`config.mk`:
```
export PLATFORM = sky130hd
export DESIGN_NAME = command_line_tokenizer
export DESIGN_NICKNAME = d
export VERILOG_FILES = /design/src/rtl/clt_pkg.sv /design/src/rtl/clt_front.sv /design/src/rtl/clt_queue.sv /design/src/rtl/clt_back.sv /design/src/rtl/command_line_tokenizer.sv
export SDC_FILE = /design/constraint.sdc
export NUM_CORES = 1
export LEC_CHECK = 0
export ABC_CLOCK_PERIOD_IN_PS = 6800
export BUFFER_PORTS_ARGS = -buffer_cell sky130_fd_sc_hd__buf_2
export CELL_PAD_IN_SITES_DETAIL_PLACEMENT = 1
export CELL_PAD_IN_SITES_GLOBAL_PLACEMENT = 1
export CORE_ASPECT_RATIO = 1.4
export CORE_MARGIN = 2
export CORE_UTILIZATION = 25
export CTS_BUF_LIST = sky130_fd_sc_hd__clkbuf_2
export CTS_CLUSTER_DIAMETER = 80
export DETAILED_ROUTE_END_ITERATION = 10
export GPL_ROUTABILITY_DRIVEN = 0
export PLACE_DENSITY = 0.49
export SKIP_CTS_REPAIR_TIMING = 1
export SLEW_MARGIN = 20
export SYNTH_ARGS = -nofsm -noshare
export SYNTH_HDL_FRONTEND = slang
export SYNTH_HIERARCHICAL = 1
export SYNTH_SLANG_ARGS = --single-unit
```
`constraint.sdc`:
```
create_clock -name clk -period 6.8 [get_ports clk]
set_input_delay 1.02 -clock clk [delete_from_list [all_inputs] [get_ports clk]]
set_output_delay 1.02 -clock clk [all_outputs]
set_load 0.01 [all_outputs]
```
`src/rtl/clt_pkg.sv`:
```
// Shared types and constants for the command line tokenizer.
package clt_pkg;

	localparam int CHAR_W   = 8;
	localparam int RUN_W    = 8;
	localparam int TOTAL_W  = 13;

	localparam int MAX_BACKSLASH_RUN = 255;
	localparam int MAX_LINE_LENGTH   = 4096;

	localparam int RUN_LIMIT_I   = (MAX_BACKSLASH_RUN > 255) ? 255 : MAX_BACKSLASH_RUN;
	localparam int TOTAL_CAP_I   = 8191;
	localparam int ARG_LIMIT_I   = (MAX_LINE_LENGTH > TOTAL_CAP_I) ? TOTAL_CAP_I : MAX_LINE_LENGTH;

	localparam logic [RUN_W-1:0]   RUN_LIMIT = RUN_W'(RUN_LIMIT_I);
	localparam logic [TOTAL_W-1:0] TOTAL_CAP = TOTAL_W'(TOTAL_CAP_I);
	localparam logic [TOTAL_W-1:0] ARG_LIMIT = TOTAL_W'(ARG_LIMIT_I);

	localparam logic [CHAR_W-1:0] CH_NUL    = 8'h00;
	localparam logic [CHAR_W-1:0] CH_SPACE  = 8'h20;
	localparam logic [CHAR_W-1:0] CH_TAB    = 8'h09;
	localparam logic [CHAR_W-1:0] CH_CR     = 8'h0D;
	localparam logic [CHAR_W-1:0] CH_LF     = 8'h0A;
	localparam logic [CHAR_W-1:0] CH_QUOTE  = 8'h22;
	localparam logic [CHAR_W-1:0] CH_BSLASH = 8'h5C;

	localparam int QUEUE_DEPTH = 2;
	localparam int QPTR_W      = (QUEUE_DEPTH > 1) ? $clog2(QUEUE_DEPTH) : 1;
	localparam int QCNT_W      = $clog2(QUEUE_DEPTH + 1);

	typedef struct packed {
		logic              is_nul;
		logic              is_ws;
		logic              is_quote;
		logic              is_bslash;
		logic [CHAR_W-1:0] ch;
	} char_class_t;

endpackage

```
`src/rtl/clt_front.sv`:
```
// Input side: classify each accepted character and push it to the queue.
module clt_front import clt_pkg::*; (
	input  logic              in_valid,
	output logic              in_ready,
	input  logic [CHAR_W-1:0] in_char,
	input  logic              q_full,
	output logic              q_push,
	output char_class_t       q_wdata
);

	assign in_ready = !q_full;
	assign q_push   = in_valid && !q_full;

	always_comb begin
		q_wdata.ch        = in_char;
		q_wdata.is_nul    = (in_char == CH_NUL);
		q_wdata.is_quote  = (in_char == CH_QUOTE);
		q_wdata.is_bslash = (in_char == CH_BSLASH);
		q_wdata.is_ws     = (in_char inside {CH_SPACE, CH_TAB, CH_CR, CH_LF});
	end

endmodule

```
`src/rtl/clt_queue.sv`:
```
// Short queue of classified characters between front and back.
module clt_queue import clt_pkg::*; (
	input  logic        clk,
	input  logic        arst_n,
	input  logic        push,
	input  char_class_t wdata,
	output logic        full,
	input  logic        pop,
	output logic        not_empty,
	output char_class_t rdata
);

	char_class_t         mem_q [QUEUE_DEPTH];
	logic [QPTR_W-1:0]   wr_ptr_q;
	logic [QPTR_W-1:0]   rd_ptr_q;
	logic [QCNT_W-1:0]   count_q;

	assign full      = (count_q == QCNT_W'(QUEUE_DEPTH));
	assign not_empty = (count_q != '0);
	assign rdata     = mem_q[rd_ptr_q];

	always_ff @(posedge clk) begin
		if (push) begin
			mem_q[wr_ptr_q] <= wdata;
		end
	end

	always_ff @(posedge clk or negedge arst_n) begin
		if (!arst_n) begin
			wr_ptr_q <= '0;
			rd_ptr_q <= '0;
			count_q  <= '0;
		end else begin
			if (push) begin
				wr_ptr_q <= (wr_ptr_q == QPTR_W'(QUEUE_DEPTH - 1)) ? '0 : wr_ptr_q + 1'b1;
			end
			if (pop) begin
				rd_ptr_q <= (rd_ptr_q == QPTR_W'(QUEUE_DEPTH - 1)) ? '0 : rd_ptr_q + 1'b1;
			end
			case ({push, pop})
				2'b10:   count_q <= count_q + 1'b1;
				2'b01:   count_q <= count_q - 1'b1;
				default: count_q <= count_q;
			endcase
		end
	end

`ifndef SYNTHESIS
	a_no_overflow: assert property (@(posedge clk) disable iff (!arst_n)
		full |-> !push) else $error("queue push while full");
	a_no_underflow: assert property (@(posedge clk) disable iff (!arst_n)
		!not_empty |-> !pop) else $error("queue pop while empty");
	a_count_range: assert property (@(posedge clk) disable iff (!arst_n)
		count_q <= QCNT_W'(QUEUE_DEPTH)) else $error("queue count out of range");
`endif

endmodule

```
`src/rtl/clt_back.sv`:
```
// Tokenizer state and result register: executes one queued character per cycle unless the output stalls.
module clt_back import clt_pkg::*; (
	input  logic               clk,
	input  logic               arst_n,
	input  logic               q_not_empty,
	input  char_class_t        q_rdata,
	output logic               q_pop,
	output logic               out_valid,
	input  logic               out_ready,
	output logic [RUN_W-1:0]   lead_backslashes,
	output logic               char_valid,
	output logic [CHAR_W-1:0]  out_char,
	output logic               arg_start,
	output logic               arg_end,
	output logic               line_done,
	output logic [TOTAL_W-1:0] arg_total,
	output logic [TOTAL_W-1:0] char_total
);

	logic               in_arg_q, in_quotes_q, close_pend_q;
	logic [RUN_W-1:0]   run_q;
	logic [TOTAL_W-1:0] arg_cnt_q, char_cnt_q;

	logic               in_arg_d, in_quotes_d, close_pend_d;
	logic [RUN_W-1:0]   run_d;
	logic [TOTAL_W-1:0] arg_cnt_d, char_cnt_d;

	logic [RUN_W-1:0]   lead;
	logic               valid_c, start_c, end_c, done_c, has_result;
	logic [CHAR_W-1:0]  ochar;
	logic [TOTAL_W-1:0] atot, ctot;
	logic [TOTAL_W-1:0] arg_inc;
	logic [TOTAL_W:0]   arg_sum, char_sum;

	logic               out_valid_q, char_valid_q, arg_start_q, arg_end_q, line_done_q;
	logic [RUN_W-1:0]   lead_q;
	logic [CHAR_W-1:0]  out_char_q;
	logic [TOTAL_W-1:0] arg_total_q, char_total_q;

	assign q_pop = q_not_empty && (!out_valid_q || out_ready);

	assign arg_sum = {1'b0, arg_cnt_q} + (TOTAL_W + 1)'(1);
	assign arg_inc = (arg_sum > {1'b0, ARG_LIMIT}) ? ARG_LIMIT : arg_sum[TOTAL_W-1:0];

	always_comb begin
		in_arg_d     = in_arg_q;
		in_quotes_d  = in_quotes_q;
		close_pend_d = 1'b0;
		run_d        = run_q;
		arg_cnt_d    = arg_cnt_q;
		lead         = '0;
		valid_c      = 1'b0;
		start_c      = 1'b0;
		end_c        = 1'b0;
		done_c       = 1'b0;
		ochar        = '0;
		atot         = '0;
		if (q_rdata.is_nul) begin
			if (in_arg_q) begin
				lead  = run_q;
				end_c = 1'b1;
			end
			done_c = 1'b1;
			atot   = arg_inc;
		end else if (in_arg_q || !q_rdata.is_ws) begin
			if (!in_arg_q) begin
				in_arg_d  = 1'b1;
				start_c   = 1'b1;
				arg_cnt_d = arg_inc;
			end
			if (close_pend_q && q_rdata.is_quote) begin
				valid_c = 1'b1;
				ochar   = CH_QUOTE;
			end else if (q_rdata.is_bslash) begin
				if (run_q < RUN_LIMIT) begin
					run_d = run_q + 1'b1;
				end
			end else begin
				run_d = '0;
				if (q_rdata.is_quote) begin
					lead = run_q >> 1;
					if (!run_q[0]) begin
						if (in_quotes_q) begin
							in_quotes_d  = 1'b0;
							close_pend_d = 1'b1;
						end else begin
							in_quotes_d = 1'b1;
						end
					end else begin
						valid_c = 1'b1;
						ochar   = CH_QUOTE;
					end
				end else begin
					lead = run_q;
					if (q_rdata.is_ws && !in_quotes_q) begin
						end_c    = 1'b1;
						in_arg_d = 1'b0;
					end else begin
						valid_c = 1'b1;
						ochar   = q_rdata.ch;
					end
				end
			end
		end
		char_sum = {1'b0, char_cnt_q} + (TOTAL_W + 1)'(lead) + (TOTAL_W + 1)'(valid_c)
			+ (TOTAL_W + 1)'(end_c);
		char_cnt_d = (char_sum > {1'b0, TOTAL_CAP}) ? TOTAL_CAP : char_sum[TOTAL_W-1:0];
		ctot       = done_c ? char_cnt_d : '0;
		has_result = (lead != '0) || valid_c || start_c || end_c || done_c;
		if (q_rdata.is_nul) begin
			in_arg_d     = 1'b0;
			in_quotes_d  = 1'b0;
			close_pend_d = 1'b0;
			run_d        = '0;
			arg_cnt_d    = '0;
			char_cnt_d   = '0;
		end
	end

	always_ff @(posedge clk or negedge arst_n) begin
		if (!arst_n) begin
			in_arg_q     <= 1'b0;
			in_quotes_q  <= 1'b0;
			close_pend_q <= 1'b0;
			run_q        <= '0;
			arg_cnt_q    <= '0;
			char_cnt_q   <= '0;
			out_valid_q  <= 1'b0;
		end else begin
			if (q_pop) begin
				in_arg_q     <= in_arg_d;
				in_quotes_q  <= in_quotes_d;
				close_pend_q <= close_pend_d;
				run_q        <= run_d;
				arg_cnt_q    <= arg_cnt_d;
				char_cnt_q   <= char_cnt_d;
			end
			if (out_ready) begin
				out_valid_q <= 1'b0;
			end
			if (q_pop && has_result) begin
				out_valid_q <= 1'b1;
			end
		end
	end

	always_ff @(posedge clk) begin
		if (q_pop && has_result) begin
			lead_q       <= lead;
			char_valid_q <= valid_c;
			out_char_q   <= ochar;
			arg_start_q  <= start_c;
			arg_end_q    <= end_c;
			line_done_q  <= done_c;
			arg_total_q  <= atot;
			char_total_q <= ctot;
		end
	end

	assign out_valid        = out_valid_q;
	assign lead_backslashes = lead_q;
	assign char_valid       = char_valid_q;
	assign out_char         = out_char_q;
	assign arg_start        = arg_start_q;
	assign arg_end          = arg_end_q;
	assign line_done        = line_done_q;
	assign arg_total        = arg_total_q;
	assign char_total       = char_total_q;

`ifndef SYNTHESIS
	a_quotes_in_arg: assert property (@(posedge clk) disable iff (!arst_n)
		in_quotes_q |-> in_arg_q) else $error("quoting outside an argument");
	a_line_clears: assert property (@(posedge clk) disable iff (!arst_n)
		q_pop && q_rdata.is_nul |=> !in_arg_q && !in_quotes_q && run_q == '0
			&& arg_cnt_q == '0 && char_cnt_q == '0) else $error("state not cleared at line end");
	a_done_total: assert property (@(posedge clk) disable iff (!arst_n)
		out_valid_q && line_done_q |-> arg_total_q != '0) else $error("zero argument total");
	a_pend_after_quote: assert property (@(posedge clk) disable iff (!arst_n)
		close_pend_q |-> in_arg_q && !in_quotes_q && run_q == '0)
		else $error("close quote pending in bad state");
`endif

endmodule

```
`src/rtl/command_line_tokenizer.sv`:
```
// Top level of the command line tokenizer: front, queue and back joined.
//
//  channel | signals                                   | direction
//  --------+-------------------------------------------+----------
//  input   | in_valid, in_ready, in_char               | in
//  output  | out_valid, out_ready, lead_backslashes,   | out
//          | char_valid, out_char, arg_start, arg_end, |
//          | line_done, arg_total, char_total          |
//
// One character per cycle sustained while the output does not stall; a result
// passes through a queue slot, then the result register.
// The back executes one queued character per cycle unless the output stalls, and writes the result register.
// Reset clears all argument state, both totals and the queue.
// Output stalls hold the result register; the two-entry queue then fills and
// in_ready drops.
module command_line_tokenizer import clt_pkg::*; (
	input  logic               clk,
	input  logic               arst_n,
	input  logic               in_valid,
	output logic               in_ready,
	input  logic [CHAR_W-1:0]  in_char,
	output logic               out_valid,
	input  logic               out_ready,
	output logic [RUN_W-1:0]   lead_backslashes,
	output logic               char_valid,
	output logic [CHAR_W-1:0]  out_char,
	output logic               arg_start,
	output logic               arg_end,
	output logic               line_done,
	output logic [TOTAL_W-1:0] arg_total,
	output logic [TOTAL_W-1:0] char_total
);

	logic        q_full, q_push, q_pop, q_not_empty;
	char_class_t q_wdata, q_rdata;

	clt_front u_front (
		.in_valid (in_valid),
		.in_ready (in_ready),
		.in_char  (in_char),
		.q_full   (q_full),
		.q_push   (q_push),
		.q_wdata  (q_wdata)
	);

	clt_queue u_queue (
		.clk       (clk),
		.arst_n    (arst_n),
		.push      (q_push),
		.wdata     (q_wdata),
		.full      (q_full),
		.pop       (q_pop),
		.not_empty (q_not_empty),
		.rdata     (q_rdata)
	);

	clt_back u_back (
		.clk              (clk),
		.arst_n           (arst_n),
		.q_not_empty      (q_not_empty),
		.q_rdata          (q_rdata),
		.q_pop            (q_pop),
		.out_valid        (out_valid),
		.out_ready        (out_ready),
		.lead_backslashes (lead_backslashes),
		.char_valid       (char_valid),
		.out_char         (out_char),
		.arg_start        (arg_start),
		.arg_end          (arg_end),
		.line_done        (line_done),
		.arg_total        (arg_total),
		.char_total       (char_total)
	);

endmodule
```
==> impl_metrics.ini <==
[outcome]
status = complete, no violations

[global_routing]
grt_max_degree = 43
grt_overflow_total = 0
grt_pass1_wl_um = 25200
antenna_found_initial = 1
grtUsageTotal_pct = 12.8
grt_pass1_vias = 4695

[sta]
tightest_slew_ps = 1060
rsz0062_at_grt = no
layout_min_cycle_time_ps = 4880
setup_viol = 0
fin_ws_ps = 1920
finalSetupTns_ps = 0
final_hold_viol_count = 0
relSlewSlack_pct = 29.2
max_freq_mhz = 205
drv_slew = 0
post-route-period-util_pct = 71.7
finClkSkew_ps = 47.5

[setup_path]
critical_path_arrival_ps = 5450
worst-path-max-fanout = 23
cp-start-kind = flop
worstReg2RegEnd = u_back/char_cnt_q[12]$_DFFE_PN0P_
cp_cell_sequence = mux2_2, nor4_2, a22o_1, inv_1, fa_1, inv_1, ha_1, fa_1, a21o_1, a211oi_1, a2111oi_0, a21o_1, nand2_1, a41oi_1
end_kind = flop
critical_path_class = reg -> reg
rrSetupSlack_ps = 1920
r2r_start = u_queue/rd_ptr_q$_DFFE_PN0P_
required_ps = 7380
cpPeakStageDelay_ps = 770
r2r_cells = 14
crit_slowest_cell = dfrtp_1

[routing]
viasPerCell = 4.81
routedWlPerCell_um = 17.2
dr.pass1.iters = 4
wl_um = 15400
drc = 0
ant_nets = 0
vias = 4307
drt_iter0_drc = 213

[floorplanning]
die-area_um2 = 25000
initial_utilization_pct = 25.5
pin_count = 60
fp-row-count = 66
dieWidth_um = 134
fp.dieH_um = 186
coreArea_um2 = 23300

[logic_synthesis]
netlist_area_um2 = 5940
synth_largest_area_cell = edfxtp_1
synth_area_per_cell_um2 = 10.9
synth_ff_type = edfxtp_1
yosys-top-cells-area = edfxtp_1 (35%), dfrtp_1 (18%), ha_1 (4.0%)
async_flop_share_pct = 37.5
yosysWarningCount = 6
seq_area_frac_synth_pct = 53.1
synth_top_area_share_pct = 35.4
synthCells = 547
ys_types = 65
synth_edf_count = 70
synth_nets = 580
ys_ff_latch = 112

[cts]
cts_tree = done
clk-insertion-delay-late_ps = 660
clock_path_buffers = 2
clock_sinks = 112
ctsHtreeMaxLevel = 3
root_buffer = clkbuf_2
numCtsBuffers = 9
path_clk_slew_ps = 360

[final_layout]
drive_gt1_share_pct = 18.8
mostFrequentLayoutCell = edfxtp_1
final_cell_mix = edfxtp_1 (70), buf_2 (59), nor2_1 (47)
syn2layout_area_growth_pct = 10.9
fin_nets = 617

[flow_run]
drv_cap = 0

[placed_design]
dp_slack_ps = 1920
portBuffers = 59
dp_hpwl_um = 11100

[power]
power_leakage_nw = 2.61
power_per_cell_area_nw_per_um2 = 365
max-vdd-ir-drop_mv = 0.240

[hold_path]
hold_class = in -> async
cell usage after synthesis (3+ instances only):
cell / instances
a211oi_1: 10
a21o_1: 4
a21oi_1: 18
a22o_1: 8
a31oi_1: 7
and2_1: 14
and3_1: 14
buf_2: 9
buf_4: 9
clkbuf_1: 15
dfrtp_1: 42
edfxtp_1: 70
ha_1: 19
inv_1: 15
mux2_2: 14
nand2_1: 45
nand2b_1: 7
nand3_1: 10
nand4_1: 7
nor2_1: 49
nor2b_1: 5
nor3_1: 21
nor3_2: 3
nor3b_1: 4
nor4_1: 5
o21a_1: 3
o21ai_0: 37
o22ai_1: 3
o2bb2ai_1: 5
o31ai_1: 7
or3_1: 4
xnor2_1: 18
xor2_1: 6
sequential cells by signal, indices dropped and copies added (netlist names), 8 cells and up:
name,cells
u_back/arg_total,13
u_queue/mem_q,24
u_back/char_total,13
u_back/out_char,8
u_back/arg_cnt_q,13
u_back/lead_backslashes,8
u_back/char_cnt_q,13
u_back/run_q,8
critical path: cells and delay by family (launching register included):
kind / cells / cell delay [ps]
compound gates: 6 / 1700
fa+ha+maj: 3 / 840
simple gates: 2 / 790
flops: 1 / 770
mux: 1 / 590
buf+inv: 2 / 120
cell type report:
class	instances	area [µm²]
Tap cell	306	383
Inverter	16	60.1
Antenna cell	1	2.50
Clock buffer	9	45.0
Multi-Input combinational cell	383	2540
Fill cell	2676	16700
Sequential cell	112	3150
Clock inverter	7	86.3
Timing Repair Buffer	62	318
power breakdown:
| group | leakage, nW | switching, mW | internal (mW) |
|---|---|---|---|
| clock network | 0.0800 | 0.247 | 0.0934 |
| registers | 1.25 | 0.104 | 1.01 |
| logic | 1.28 | 0.640 | 0.309 |
stage by stage:
| stage | power (mW) | area, µm² | util (%) | hold WS [ps] | std cells |
|---|---|---|---|---|---|
| final | 2.40 | 6590 | 28.3 | 382 | 896 |
| after global routing | 2.60 | 6590 | 28.3 | 360 | 896 |
| after CTS | 2.47 | 6590 | 28.3 | 355 | 895 |
| after detailed placement | 2.12 | 6450 | 27.7 | 477 | 879 |
| after global placement | 2.09 | 6450 | 27.7 | 467 | 879 |
| after floorplan | 1.74 | 5940 | - | 449 | 547 |
kinds of logic (layout without fill, tap and decap cells):
kind of cell    count (synthesis)  after routing  share of synthesized area (%)
buf+inv                        52             94                           4.30
mux                            16             16                           3.05
compound gates                123            123                           14.2
xor+xnor                       24             24                           3.54
fa+ha+maj                      21             21                           4.67
other cells                     0              1                              0
flops                         112            112                           53.1
simple gates                  199            199                           17.2
metal layers:
metal,share of wire [%],up-vias,track usage [%]
met5,0,-,0
met3,2.2,19,2.15
met1,43,2160,14.7
met2,53,56,23.5
li1,-,2072,-
met4,1.9,0,4.49
worst max-delay path by stage:
stage                                          endpoint  slack, ps                          from
floorplan                      u_back/arg_end$_DFFE_PP_       2390  u_queue/rd_ptr_q$_DFFE_PN0P_
global placement    u_back/char_total[12]$_SDFFCE_PN0P_       2070  u_queue/rd_ptr_q$_DFFE_PN0P_
detailed placement  u_back/char_total[12]$_SDFFCE_PN0P_       1920  u_queue/rd_ptr_q$_DFFE_PN0P_
CTS                 u_back/char_total[12]$_SDFFCE_PN0P_       1900  u_queue/rd_ptr_q$_DFFE_PN0P_
global route          u_back/char_cnt_q[12]$_DFFE_PN0P_       1430  u_queue/rd_ptr_q$_DFFE_PN0P_
finish                u_back/char_cnt_q[12]$_DFFE_PN0P_       1920  u_queue/rd_ptr_q$_DFFE_PN0P_
Note: power is estimated with default switching activity, not from simulation.
